==> config.mk <==
export PLATFORM = sky130hd
export DESIGN_NAME = lsp_div
export DESIGN_NICKNAME = d
export VERILOG_FILES = /design/src/hdl/lsp_pkg.sv /design/src/hdl/lsp_div.sv
export SDC_FILE = /design/constraint.sdc
export NUM_CORES = 1
export LEC_CHECK = 0
export ABC_AREA = 1
export BUFFER_PORTS_ARGS = -buffer_cell sky130_fd_sc_hd__buf_2
export CAP_MARGIN = 20
export CELL_PAD_IN_SITES_DETAIL_PLACEMENT = 1
export CELL_PAD_IN_SITES_GLOBAL_PLACEMENT = 2
export CORE_MARGIN = 8
export CORE_UTILIZATION = 34
export CTS_CLUSTER_SIZE = 14
export DETAILED_ROUTE_END_ITERATION = 10
export GPL_TIMING_DRIVEN = 0
export PLACE_DENSITY_LB_ADDON = 0.3
export SLEW_MARGIN = 40
export SYNTH_ARGS = -nofsm -noshare
export SYNTH_HDL_FRONTEND = slang
export SYNTH_SLANG_ARGS = --single-unit
==> constraint.sdc <==
create_clock -name clk -period 3.35 [get_ports clk]
set_input_delay 0.1675 -clock clk [delete_from_list [all_inputs] [get_ports clk]]
set_output_delay 0.1675 -clock clk [all_outputs]
set_load 0.1 [all_outputs]
==> src/hdl/lsp_pkg.sv <==
// ----------------------------------------------------------------------------
// LED strip pattern engine package
// Shared types, command codes and sizing constants.
// ----------------------------------------------------------------------------
package lsp_pkg;

  localparam int MAX_PIXELS_DEF = 1024;
  localparam int IDX_W          = 12;  // span indices and lengths
  localparam int NUM_W          = 21;  // signed running numerator i*(c2-c1)
  localparam int DVD_W          = 20;  // numerator magnitude
  localparam int STRIP_W        = 11;
  localparam logic [STRIP_W-1:0] STRIP_RST = 11'd1024;

  typedef enum logic [2:0] {
    OP_LINE     = 3'd0,
    OP_GRAD     = 3'd1,
    OP_GRAD3    = 3'd2,
    OP_SPLASH   = 3'd3,
    OP_ROT_UP   = 3'd4,
    OP_ROT_DOWN = 3'd5,
    OP_MIRROR   = 3'd6,
    OP_READ     = 3'd7
  } lsp_op_t;

  typedef enum logic [4:0] {
    ST_CLEAR, ST_IDLE, ST_SETUP, ST_MOD, ST_PIX, ST_CH, ST_DIV, ST_WRITE,
    ST_ROT0, ST_ROT1, ST_MV_RD, ST_MV_WR, ST_ROT_LAST,
    ST_MIR_RD1, ST_MIR_RD2, ST_MIR_WR1, ST_MIR_WR2,
    ST_RD, ST_RD2, ST_DONE
  } lsp_state_t;

  // Channel 0 is red (top byte), 1 green, 2 blue.
  function automatic logic [7:0] chan_get(input logic [23:0] c, input logic [1:0] ch);
    logic [7:0] v;
    unique case (ch)
      2'd0:    v = c[23:16];
      2'd1:    v = c[15:8];
      default: v = c[7:0];
    endcase
    return v;
  endfunction

endpackage

==> src/hdl/lsp_div.sv <==
// ----------------------------------------------------------------------------
// Iterative divider
// Restoring unsigned division, one quotient bit per cycle.
// ----------------------------------------------------------------------------
module lsp_div (
  input  logic                     clk,
  input  logic                     rst_n,
  input  logic                     start,
  input  logic [lsp_pkg::DVD_W-1:0] dividend,
  input  logic [lsp_pkg::IDX_W-1:0] divisor,
  output logic                     done,
  output logic [lsp_pkg::DVD_W-1:0] quotient
);

  localparam int CW = $clog2(lsp_pkg::DVD_W + 1);

  logic [CW-1:0]                 cnt_r, cnt_nxt;
  logic                          busy_r, busy_nxt;
  logic                          done_r, done_nxt;
  logic [lsp_pkg::IDX_W-1:0]     rem_r, rem_nxt;
  logic [lsp_pkg::IDX_W-1:0]     den_r, den_nxt;
  logic [lsp_pkg::DVD_W-1:0]     quo_r, quo_nxt;
  logic [lsp_pkg::IDX_W:0]       shifted;

  always_comb begin
    cnt_nxt  = cnt_r;
    busy_nxt = busy_r;
    done_nxt = 1'b0;
    rem_nxt  = rem_r;
    den_nxt  = den_r;
    quo_nxt  = quo_r;
    shifted  = {rem_r, quo_r[lsp_pkg::DVD_W-1]};
    if (start) begin
      cnt_nxt  = CW'(lsp_pkg::DVD_W);
      busy_nxt = 1'b1;
      rem_nxt  = '0;
      den_nxt  = divisor;
      quo_nxt  = dividend;
    end else if (busy_r) begin
      // The remainder stays below the divisor, so it fits the index width.
      if (shifted >= {1'b0, den_r}) begin
        rem_nxt = lsp_pkg::IDX_W'(shifted - {1'b0, den_r});
        quo_nxt = {quo_r[lsp_pkg::DVD_W-2:0], 1'b1};
      end else begin
        rem_nxt = lsp_pkg::IDX_W'(shifted);
        quo_nxt = {quo_r[lsp_pkg::DVD_W-2:0], 1'b0};
      end
      cnt_nxt = cnt_r - CW'(1);
      if (cnt_r == CW'(1)) begin
        busy_nxt = 1'b0;
        done_nxt = 1'b1;
      end
    end
  end

  always_ff @(posedge clk) begin
    if (!rst_n) begin
      cnt_r  <= '0;
      busy_r <= 1'b0;
      done_r <= 1'b0;
    end else begin
      cnt_r  <= cnt_nxt;
      busy_r <= busy_nxt;
      done_r <= done_nxt;
    end
    rem_r <= rem_nxt;
    den_r <= den_nxt;
    quo_r <= quo_nxt;
  end

  assign done     = done_r;
  assign quotient = quo_r;

endmodule

==> results of run 1 <==
[sequential cells by signal, summed over array words and instances, names as in the netlist]
signal    count
quotient     20
den_r        12
rem_r        12
cnt_r         5
busy_r        1
done          1
[cell type report]
type	instances	area [um^2]
flip-flops and latches	51	1340
well taps	108	135
plain buffers	11	57.6
inverters	60	225
repair buffers	55	275
clock buffers	6	72.6
multi-input cells	252	1300
fillers	1077	5100
clock inverters	2	37.5
[worst max-delay path, stage by stage, from the launching register on]
cell	delay, ns
edfxtp_1	0.37
inv_1	0.08
ha_1	0.23
fa_1	0.41
inv_1	0.11
nand3_1	0.07
nand3_1	0.14
nand2_1	0.09
nand2_1	0.06
nor2_1	0.04
o21ai_0	0.17
nand3_1	0.10
nand2_1	0.07
[path summary, 6_finish.rpt]
| check | start | endpoint | cells past startpoint |
|---|---|---|---|
| max reg2reg | quotient[19] | rem_r[6] | 12 |
| min | divisor[7] | den_r[7] | 1 |
| max | quotient[19] | rem_r[6] | 12 |
| min reg2reg | rem_r[8] | rem_r[8] | 2 |
[logic make-up after synthesis]
family / Yosys count / share of synthesized area (%)
flops: 51 / 45.9
buf+inv: 71 / 9.67
simple gates: 217 / 32.9
compound gates: 15 / 3.42
fa+ha+maj: 15 / 6.67
xor+xnor: 5 / 1.50
[synthesized netlist by cell type (all sizes together)]
cell    count  area share [%]
a211oi      1            0.26
a21boi      1            0.26
a21oi       7             1.6
a31oi       1            0.21
buf         5             1.2
clkbuf      6            0.77
dfxtp      19              13
edfxtp     32              33
fa          1            0.68
ha         14             6.0
inv        60             7.7
nand2     148              19
nand3      29             6.1
nand3b      1            0.26
nand4      15             3.2
nor2       19             2.9
nor3        4             1.0
nor4        1            0.21
o211ai      1            0.26
o21a        1            0.26
o21ai       2            0.34
o31ai       1            0.26
xnor2       4             1.2
xor2        1            0.30
[metal layers]
layer | GRT usage (%) | vias up | part of all wire [%]
li1 | - | 1309 | -
met1 | 16.9 | 1186 | 46
met2 | 23.6 | 43 | 47
met3 | 5.08 | 7 | 6.5
met4 | 3.91 | 0 | 1.2
met5 | 0 | - | 0
[stage by stage]
step                      area (um^2)  hold slack, ns  instances  setup slack [ns]  util, %
after global routing             3450          0.0132        545              1.13     40.3
after detailed placement         3340           0.346        537              1.32     39.0
after floorplan                  2930           0.266        374             0.901        -
after CTS                        3450          0.0158        545              1.33     40.3
after global placement           3340           0.344        537              1.36     39.0
final                            3450          0.0293        545              1.34     40.3
[where the power goes]
part           switching (mW)  leakage, nW  internal [mW]
registers              0.0214        0.477          0.718
logic                   0.303         1.21         0.0811
clock network           0.216       0.0514          0.223
==> run_results.csv, run 1 <==
group,metric,value,unit
drt,vias,2545,
logic_synthesis,synthCells,374,
sta,max_freq,498,MHz
power,p_per_area,454,nW/um^2
floorplan,num_rows,34,
final_layout,area_growth,17.8,%
logic_synthesis,syn_area,2930,um^2
worst_hold_path,min_path_type,"in -> reg",
sta,maxSlewHeadroom,50.1,%
setup_path,path_class,"reg -> reg",
floorplan,floorplan.initialDensity,34.2,%
flow_run,maxCapViolCount,0,
floorplan,die_w,109,um
final_layout,final_nets,486,
sta,tightest_slew,0.744,ns
floorplan,io_pins,56,
clock_tree,numCtsBuffers,5,
setup_path,worstSetupStartpointType,"flip-flop",
global_routing,grt-ovfl-total,0,
outcome,outcome,"complete, no violations",
logic_synthesis,synth_seq_cells,51,
clock_tree,ctsResizeCount,0,
drt,wirelength,7710,um
clock_tree,clock_path_buffers,2,
final_layout,diodes,0,
global_routing,grt_max_degree,22,
global_routing,grt_usage,14.2,%
setup_path,critPathRequiredTime,3.61,ns
setup_path,path_max_fanout,3,
power,leakage,1.74,nW
drt,drc,0,
place,gp_congestion,0.814,
sta,period_needed,2.01,ns
logic_synthesis,synth_warnings,0,
clock_tree,post_cts_buffers,0,
sta,worst_clock_skew,0.00929,ns
sta,rsz0062_at_grt,"false",
setup_path,rrSetupSlack,1.34,ns
place,port_buffers,55,
floorplan,core_area,8550,um^2
power,total_power,1.56,mW
clock_tree,hold_buffers,0,
place,hpwl,6110,um
drt,dr.pass1.iters,4,
logic_synthesis,ys_types,33,
final_layout,final_cell_mix,"nand2_1, buf_2, inv_1",
clock_tree,cts_tree,"done",
global_routing,grt_pass1_vias,2785,
sta,slew_violations,0,
sta,fin_tns_setup,0,ns
floorplan,die_area,11800,um^2
sta,fin_crit_sh,59.9,%
final_layout,final_common_cell,"nand2_1",
setup_path,worst_setup_path_end_kind,"flip-flop",
sta,setup_viol,0,
global_routing,antenna_found_initial,0,
drt,ant_nets,0,
floorplan,die_y,109,um
logic_synthesis,seq_area_frac_synth,45.9,%
logic_synthesis,avgSynthCellArea,7.82,um^2
clock_tree,clk_pin_slew_worst_paths,0.10,ns
clock_tree,insertion_delay,0.31,ns
drt,drtIter0Drc,72,
final_layout,layout-drive-gt1-share,19.2,%
clock_tree,cts_max_level,2,
sta,hold_violations,0,
power,ir_drop,0.212,mV
clock_tree,cts_num_sinks,51,
drt,avgViaCountPerCell,4.67,
logic_synthesis,syn-num-nets,424,
clock_tree,cts-root-buf,"clkbuf_8",
drt,wire_per_inst,14.1,um
global_routing,grt_pass1_wl,13300,um
setup_path,arrival,2.26,ns
(Power assumes the default switching activity.)
==> run 2, diff against run 1 <==
--- a/config.mk
+++ b/config.mk
@@ -11,7 +11,7 @@
 export CELL_PAD_IN_SITES_DETAIL_PLACEMENT = 1
 export CELL_PAD_IN_SITES_GLOBAL_PLACEMENT = 2
 export CORE_MARGIN = 8
-export CORE_UTILIZATION = 34
+export CORE_UTILIZATION = 29
 export CTS_CLUSTER_SIZE = 14
 export DETAILED_ROUTE_END_ITERATION = 10
 export GPL_TIMING_DRIVEN = 0
==> constraint.sdc (replaced) <==
create_clock -name clk -period 1.82 [get_ports clk]
set_input_delay 0.091 -clock clk [delete_from_list [all_inputs] [get_ports clk]]
set_output_delay 0.091 -clock clk [all_outputs]
set_load 0.1 [all_outputs]
==> run 2 against run 1 <==
Net effect: worst setup slack got worse by 1.3 ns; count of clock-buffer cells in the layout did not move; critical path depth shrank 1; clock power increased by 49%; die area grew 15%; clock skew fell by 0.0056 ns; sequential power is 85% higher.
==> run_results.csv, run 2 (same netlist as run 1, synthesis figures left out) <==
group,metric,value,unit
outcome,outcome,"complete, no violations",
sta,worst_clock_skew,0.00374,ns
final_layout,fin_cells,593,
drt,vias,2647,
final_layout,fillCellCount,1223,
drt,drtIter0Drc,136,
drt,dr.pass1.iters,4,
setup_path,crit_path_max_incr_delay,0.40,ns
place,port_buffers,55,
sta,rsz0062_at_grt,"true",
floorplan,floorplan.initialDensity,29.9,%
floorplan,io_pins,56,
setup_path,crit_path_cell_trace,"inv_2 -> ha_4 -> nand2_2 -> nand2_2 -> nand2_2 -> nand2_2 -> a21oi_4 -> nand3_4 -> buf_8 -> nand2_2 -> nand2_1",
clock_tree,clock_path_buffers,2,
power,p_per_area,720,nW/um^2
global_routing,grt_pass1_vias,2888,
drt,wire_per_inst,14.1,um
final_layout,final_nets,509,
global_routing,antenna_found_initial,0,
drt,wirelength,8380,um
floorplan,die_w,116,um
final_layout,seqCellArea,1340,um^2
sta,tightest_slew,0.570,ns
clock_tree,cts-root-buf,"clkbuf_8",
clock_tree,numCtsBuffers,5,
setup_path,path_common_cell,"nand2_2",
sta,max_freq,557,MHz
power,ir_drop,0.497,mV
drt,ant_nets,0,
clock_tree,insertion_delay,0.31,ns
final_layout,diodes,0,
setup_path,path_buf_inv,2,
floorplan,die_y,116,um
drt,avgViaCountPerCell,4.46,
setup_path,worst_setup_path_end_kind,"flip-flop",
setup_path,arrival,1.87,ns
clock_tree,cts_max_level,2,
final_layout,largest_register_ffs,20,
sta,slew_violations,0,
global_routing,grt_max_degree,22,
sta,fin_crit_sh,98.6,%
setup_path,worstSetupStartpointType,"flip-flop",
place,gp_congestion,0.776,
final_layout,layout-drive-gt1-share,30.7,%
final_layout,post-route-util,40.3,%
setup_path,path_max_fanout,5,
sta,maxSlewHeadroom,62.0,%
sta,period_needed,1.80,ns
place,placed_cells,562,
setup_path,critPathRequiredTime,1.89,ns
power,leakage,1.87,nW
setup_path,crit_slowest_cell,"edfxtp_1",
sta,setup_viol,0,
setup_path,cp_top_family,"simple AND/OR/NAND/NOR gates",
global_routing,grt_pass1_wl,14100,um
clock_tree,clk_pin_slew_worst_paths,0.09,ns
sta,hold_violations,0,
floorplan,die_area,13600,um^2
setup_path,path_class,"reg -> reg",
floorplan,core_area,9770,um^2
final_layout,final_cell_mix,"nand2_1, buf_2, inv_1",
worst_hold_path,min_path_type,"in -> reg",
sta,setup_slack,0.0247,ns
clock_tree,cts_tree,"done",
drt,drc,0,
clock_tree,cts_num_sinks,51,
global_routing,grt-ovfl-total,0,
final_layout,area_growth,34.6,%
floorplan,num_rows,36,
final_layout,multiInputGateArea,1550,um^2
global_routing,grt_usage,13.2,%
place,hpwl,6270,um
final_layout,final_common_cell,"nand2_1",
place,post-place-ws,-0.119,ns
flow_run,maxCapViolCount,0,
-- run 2: changes by cell type in the layout (fill, tap and decap cells not counted), moves of 8 or more --
| cell | change |
|---|---|
| dlygate4sd3_1 | +12 |
| ha_4 | +12 |
| nand2_2 | +11 |
| nand2_1 | -14 |
| ha_1 | -12 |
| inv_2 | +9 |
| inv_1 | -8 |
| buf_4 | +11 |
-- run 2: worst min-delay path, stage by stage --
cell and delay [ns]:
buf_2 0.11, o31ai_1 0.07, inv_1 0.04
-- run 2: path summary, 6_finish.rpt --
check	start	end	slack [ns]	cells after the start
worst min-delay path	rst_n	cnt_r[2]	0.03	3
worst min register to register	rem_r[5]	rem_r[5]	0.51	2
worst max register to register	den_r[6]	quotient[0]	0.02	11
worst max-delay path	den_r[6]	quotient[0]	0.02	11
-- run 2: cell type report --
cell class	count	share of cell area [%]
buffer	11	1.68
inverter	60	5.72
sequential	51	34.1
clock buffer	6	1.84
timing repair buffer	78	12.6
clock inverter	2	0.318
multi-input combinational	252	39.5
tap	133	4.23
-- run 2: layer usage --
layer / GRT usage, % / vias to the layer above / part of all wire [%]
li1: - / 1359 / -
met2: 22.0 / 49 / 47
met1: 15.5 / 1233 / 45
met5: 0 / - / 0
met4: 4.24 / 0 / 1.1
met3: 4.55 / 6 / 6.3
-- run 2: repair_timing --
action / CTS / global route
pin swaps: 6 / 18
setup buffers: 4 / 6
cloned: 1 / 0
setup endpoints to repair: 12 / 13
resized for setup: 24 / 27
endpoints found under the hold margin: 12 / 0
hold buffers: 12 / 0
-- run 2: report_power, final --
part	leakage [nW]	switching [mW]	internal, mW
Combinational	1.35	0.596	0.220
Clock	0.0412	0.384	0.270
Sequential	0.478	0.0449	1.32
Total	1.87	1.03	1.81
-- run 2: per-stage QoR --
step	TNS, ns	power, mW	hold WS, ns	area, um^2
5_1_grt	-0.322	2.98	0.0247	3940
3_3_place_gp	-3.35	2.11	0.267	3390
2_1_floorplan	-3.99	1.95	0.190	2950
4_1_cts	-0.110	2.85	0.0148	3810
3_5_place_dp	-1.05	2.12	0.269	3390
6_report	0	2.84	0.0277	3940
==> run 3, diff against run 2 <==
--- a/config.mk
+++ b/config.mk
@@ -11,7 +11,7 @@
 export CELL_PAD_IN_SITES_DETAIL_PLACEMENT = 1
 export CELL_PAD_IN_SITES_GLOBAL_PLACEMENT = 2
 export CORE_MARGIN = 8
-export CORE_UTILIZATION = 29
+export CORE_UTILIZATION = 34
 export CTS_CLUSTER_SIZE = 14
 export DETAILED_ROUTE_END_ITERATION = 10
 export GPL_TIMING_DRIVEN = 0
==> constraint.sdc (replaced) <==
create_clock -name clk -period 2.2 [get_ports clk]
set_input_delay 0.11 -clock clk [delete_from_list [all_inputs] [get_ports clk]]
set_output_delay 0.11 -clock clk [all_outputs]
set_load 0.1 [all_outputs]
==> run 3 against run 2 <==
Net effect: via count shrank 2.9%; final area decreased by 8.8%; count of clock-buffer cells in the layout decreased by 1; first-iteration DRC count shrank 57%; worst setup slack improved by 0.24 ns; maximum frequency is 7.2% lower; flip-flop and latch count is the same; register-to-register slack better by 0.24 ns; combinational power is 25% lower; total power decreased by 15%; clock power is 3.4% higher; largest power group unchanged.
==> run_results.csv, run 3 (same netlist as run 1, synthesis figures left out) <==
group,metric,value,unit
outcome,outcome,"complete, no violations",
drt,wire_per_inst,14.2,um
setup_path,worstSetupStartpointType,"flip-flop",
final_layout,final_nets,498,
power,sw_frac_of_total,34.8,%
final_layout,fin_cells,557,
power,leakage,1.80,nW
drt,dr.pass1.iters,4,
global_routing,grt_max_degree,22,
clock_tree,insertion_delay,0.31,ns
floorplan,die_w,109,um
sta,slew_violations,0,
global_routing,use_met1,17.1,%
power,p_per_area,672,nW/um^2
setup_path,worst_setup_path_end_kind,"flip-flop",
clock_tree,cts_tree,"done",
power,power_switching,839,uW
sta,worst_clock_skew,0.0150,ns
setup_path,cp_top_family,"simple AND/OR/NAND/NOR gates",
final_layout,largest_register_ffs,20,
setup_path,critPathRequiredTime,2.40,ns
drt,drc,0,
global_routing,grt_pass1_vias,2870,
clock_tree,numCtsBuffers,5,
sta,fin_tns_setup,0,ns
flow_run,maxCapViolCount,0,
clock_tree,clk_pin_slew_worst_paths,0.11,ns
clock_tree,cts-root-buf,"clkbuf_8",
sta,fin_hold_ws,0.0449,ns
power,combPwrFrac,25.3,%
place,gp_congestion,0.812,
power,ir_drop,0.380,mV
setup_path,path_max_fanout,10,
sta,fin_crit_sh,88.0,%
sta,period_needed,1.94,ns
floorplan,die_y,109,um
power,seq_power_share,46.7,%
sta,rsz0062_at_grt,"false",
setup_path,path_buf_inv,3,
setup_path,r2r-start,"den_r[3]",
drt,ant_nets,0,
global_routing,use_met2,24.0,%
final_layout,final_common_cell,"nand2_1",
final_layout,design_area,3590,um^2
power,p_int,1.58,mW
worst_hold_path,min_from,"rst_n",
clock_tree,clock_path_buffers,2,
floorplan,io_pins,56,
floorplan,num_rows,34,
sta,tightest_slew,0.751,ns
place,placed_cells,537,
global_routing,grt_pass1_wl,13500,um
global_routing,grt-ovfl-total,0,
clock_tree,cts_max_level,2,
place,hpwl,6230,um
drt,drtIter0Drc,58,
worst_hold_path,min_path_type,"in -> reg",
place,port_buffers,55,
clock_tree,post_cts_buffers,0,
setup_path,crit_path_max_incr_delay,0.40,ns
final_layout,layout-drive-gt1-share,20.0,%
sta,maxSlewHeadroom,49.6,%
setup_path,crit_slowest_cell,"edfxtp_1",
drt,avgViaCountPerCell,4.61,
final_layout,post-route-util,42.0,%
final_layout,area_growth,22.8,%
global_routing,busiest_layer,"met2",
floorplan,die_area,11800,um^2
clock_tree,cts_num_sinks,51,
power,clkPwrFrac,28.0,%
sta,hold_violations,0,
floorplan,core_area,8550,um^2
final_layout,diodes,0,
drt,wirelength,7890,um
global_routing,grtUsageMet3,4.91,%
place,place_area,3360,um^2
floorplan,floorplan.initialDensity,34.2,%
setup_path,path_class,"reg -> reg",
drt,vias,2569,
setup_path,setup.worst_path.start,"den_r[3]",
global_routing,grt_usage,14.3,%
setup_path,arrival,2.14,ns
final_layout,final_cell_mix,"nand2_1, buf_2, inv_1",
setup_path,crit_path_cell_trace,"inv_1 -> ha_1 -> nand2_2 -> inv_1 -> nand2_1 -> nand3_2 -> nand2_2 -> buf_2 -> nand4_1 -> nand3_1 -> nand2_1",
global_routing,antenna_found_initial,0,
sta,max_freq,517,MHz
sta,setup_viol,0,
[run 3: changes by cell type in the layout (fill, tap and decap cells not counted), moves of 3 or more]
cell     delta
nand2_1    +14
nand2_2    -11
ha_4       -11
nand3_1     +5
inv_1       +6
ha_1       +11
buf_4      -11
inv_2       -7
nand2_4     -3
nand3_2     -5
[run 3: worst paths after layout]
| path | slack [ns] | depth (start not counted) | end |
|---|---|---|---|
| setup / recovery | 0.26 | 11 | rem_r[7] |
| hold / removal | 0.04 | 2 | cnt_r[4] |
| setup reg to reg | 0.26 | 11 | rem_r[7] |
| hold reg to reg | 0.48 | 2 | rem_r[9] |
[run 3: layout make-up]
type	count	area [um^2]
buffer	11	57.6
clock buffer	5	68.8
clock inverter	3	42.5
fill	1088	4960
inverter	60	225
multi-input combinational	252	1330
sequential	51	1340
tap	108	135
timing repair buffer	67	395
[run 3: power by group through the flow]
stage          registers (mW)  logic (mW)  clock network, mW
5_1_grt                  1.14       0.662              0.735
2_1_floorplan            1.42       0.192                  0
3_5_place_dp             1.15       0.601                  0
4_1_cts                  1.13       0.619              0.701
6_report                 1.13       0.611              0.676
3_3_place_gp             1.15       0.594                  0
[run 3: repair_timing]
| action | CTS | global route |
|---|---|---|
| hold buffers | 12 | 0 |
| resized for setup | 0 | 0 |
| endpoints found under the hold margin | 12 | 0 |
[run 3: per-layer routing]
layer  wire (um)  share of wire, %
met1        3620                46
met2        3690                47
met3         482               6.1
met4          99               1.3
met5           0                 0
[run 3: through the flow]
step	worst slack [ns]	total power, mW
floorplan	-0.0720	1.61
global route	0.109	2.53
CTS	0.248	2.45
detailed placement	0.265	1.75
global placement	0.264	1.74
finish	0.265	2.42
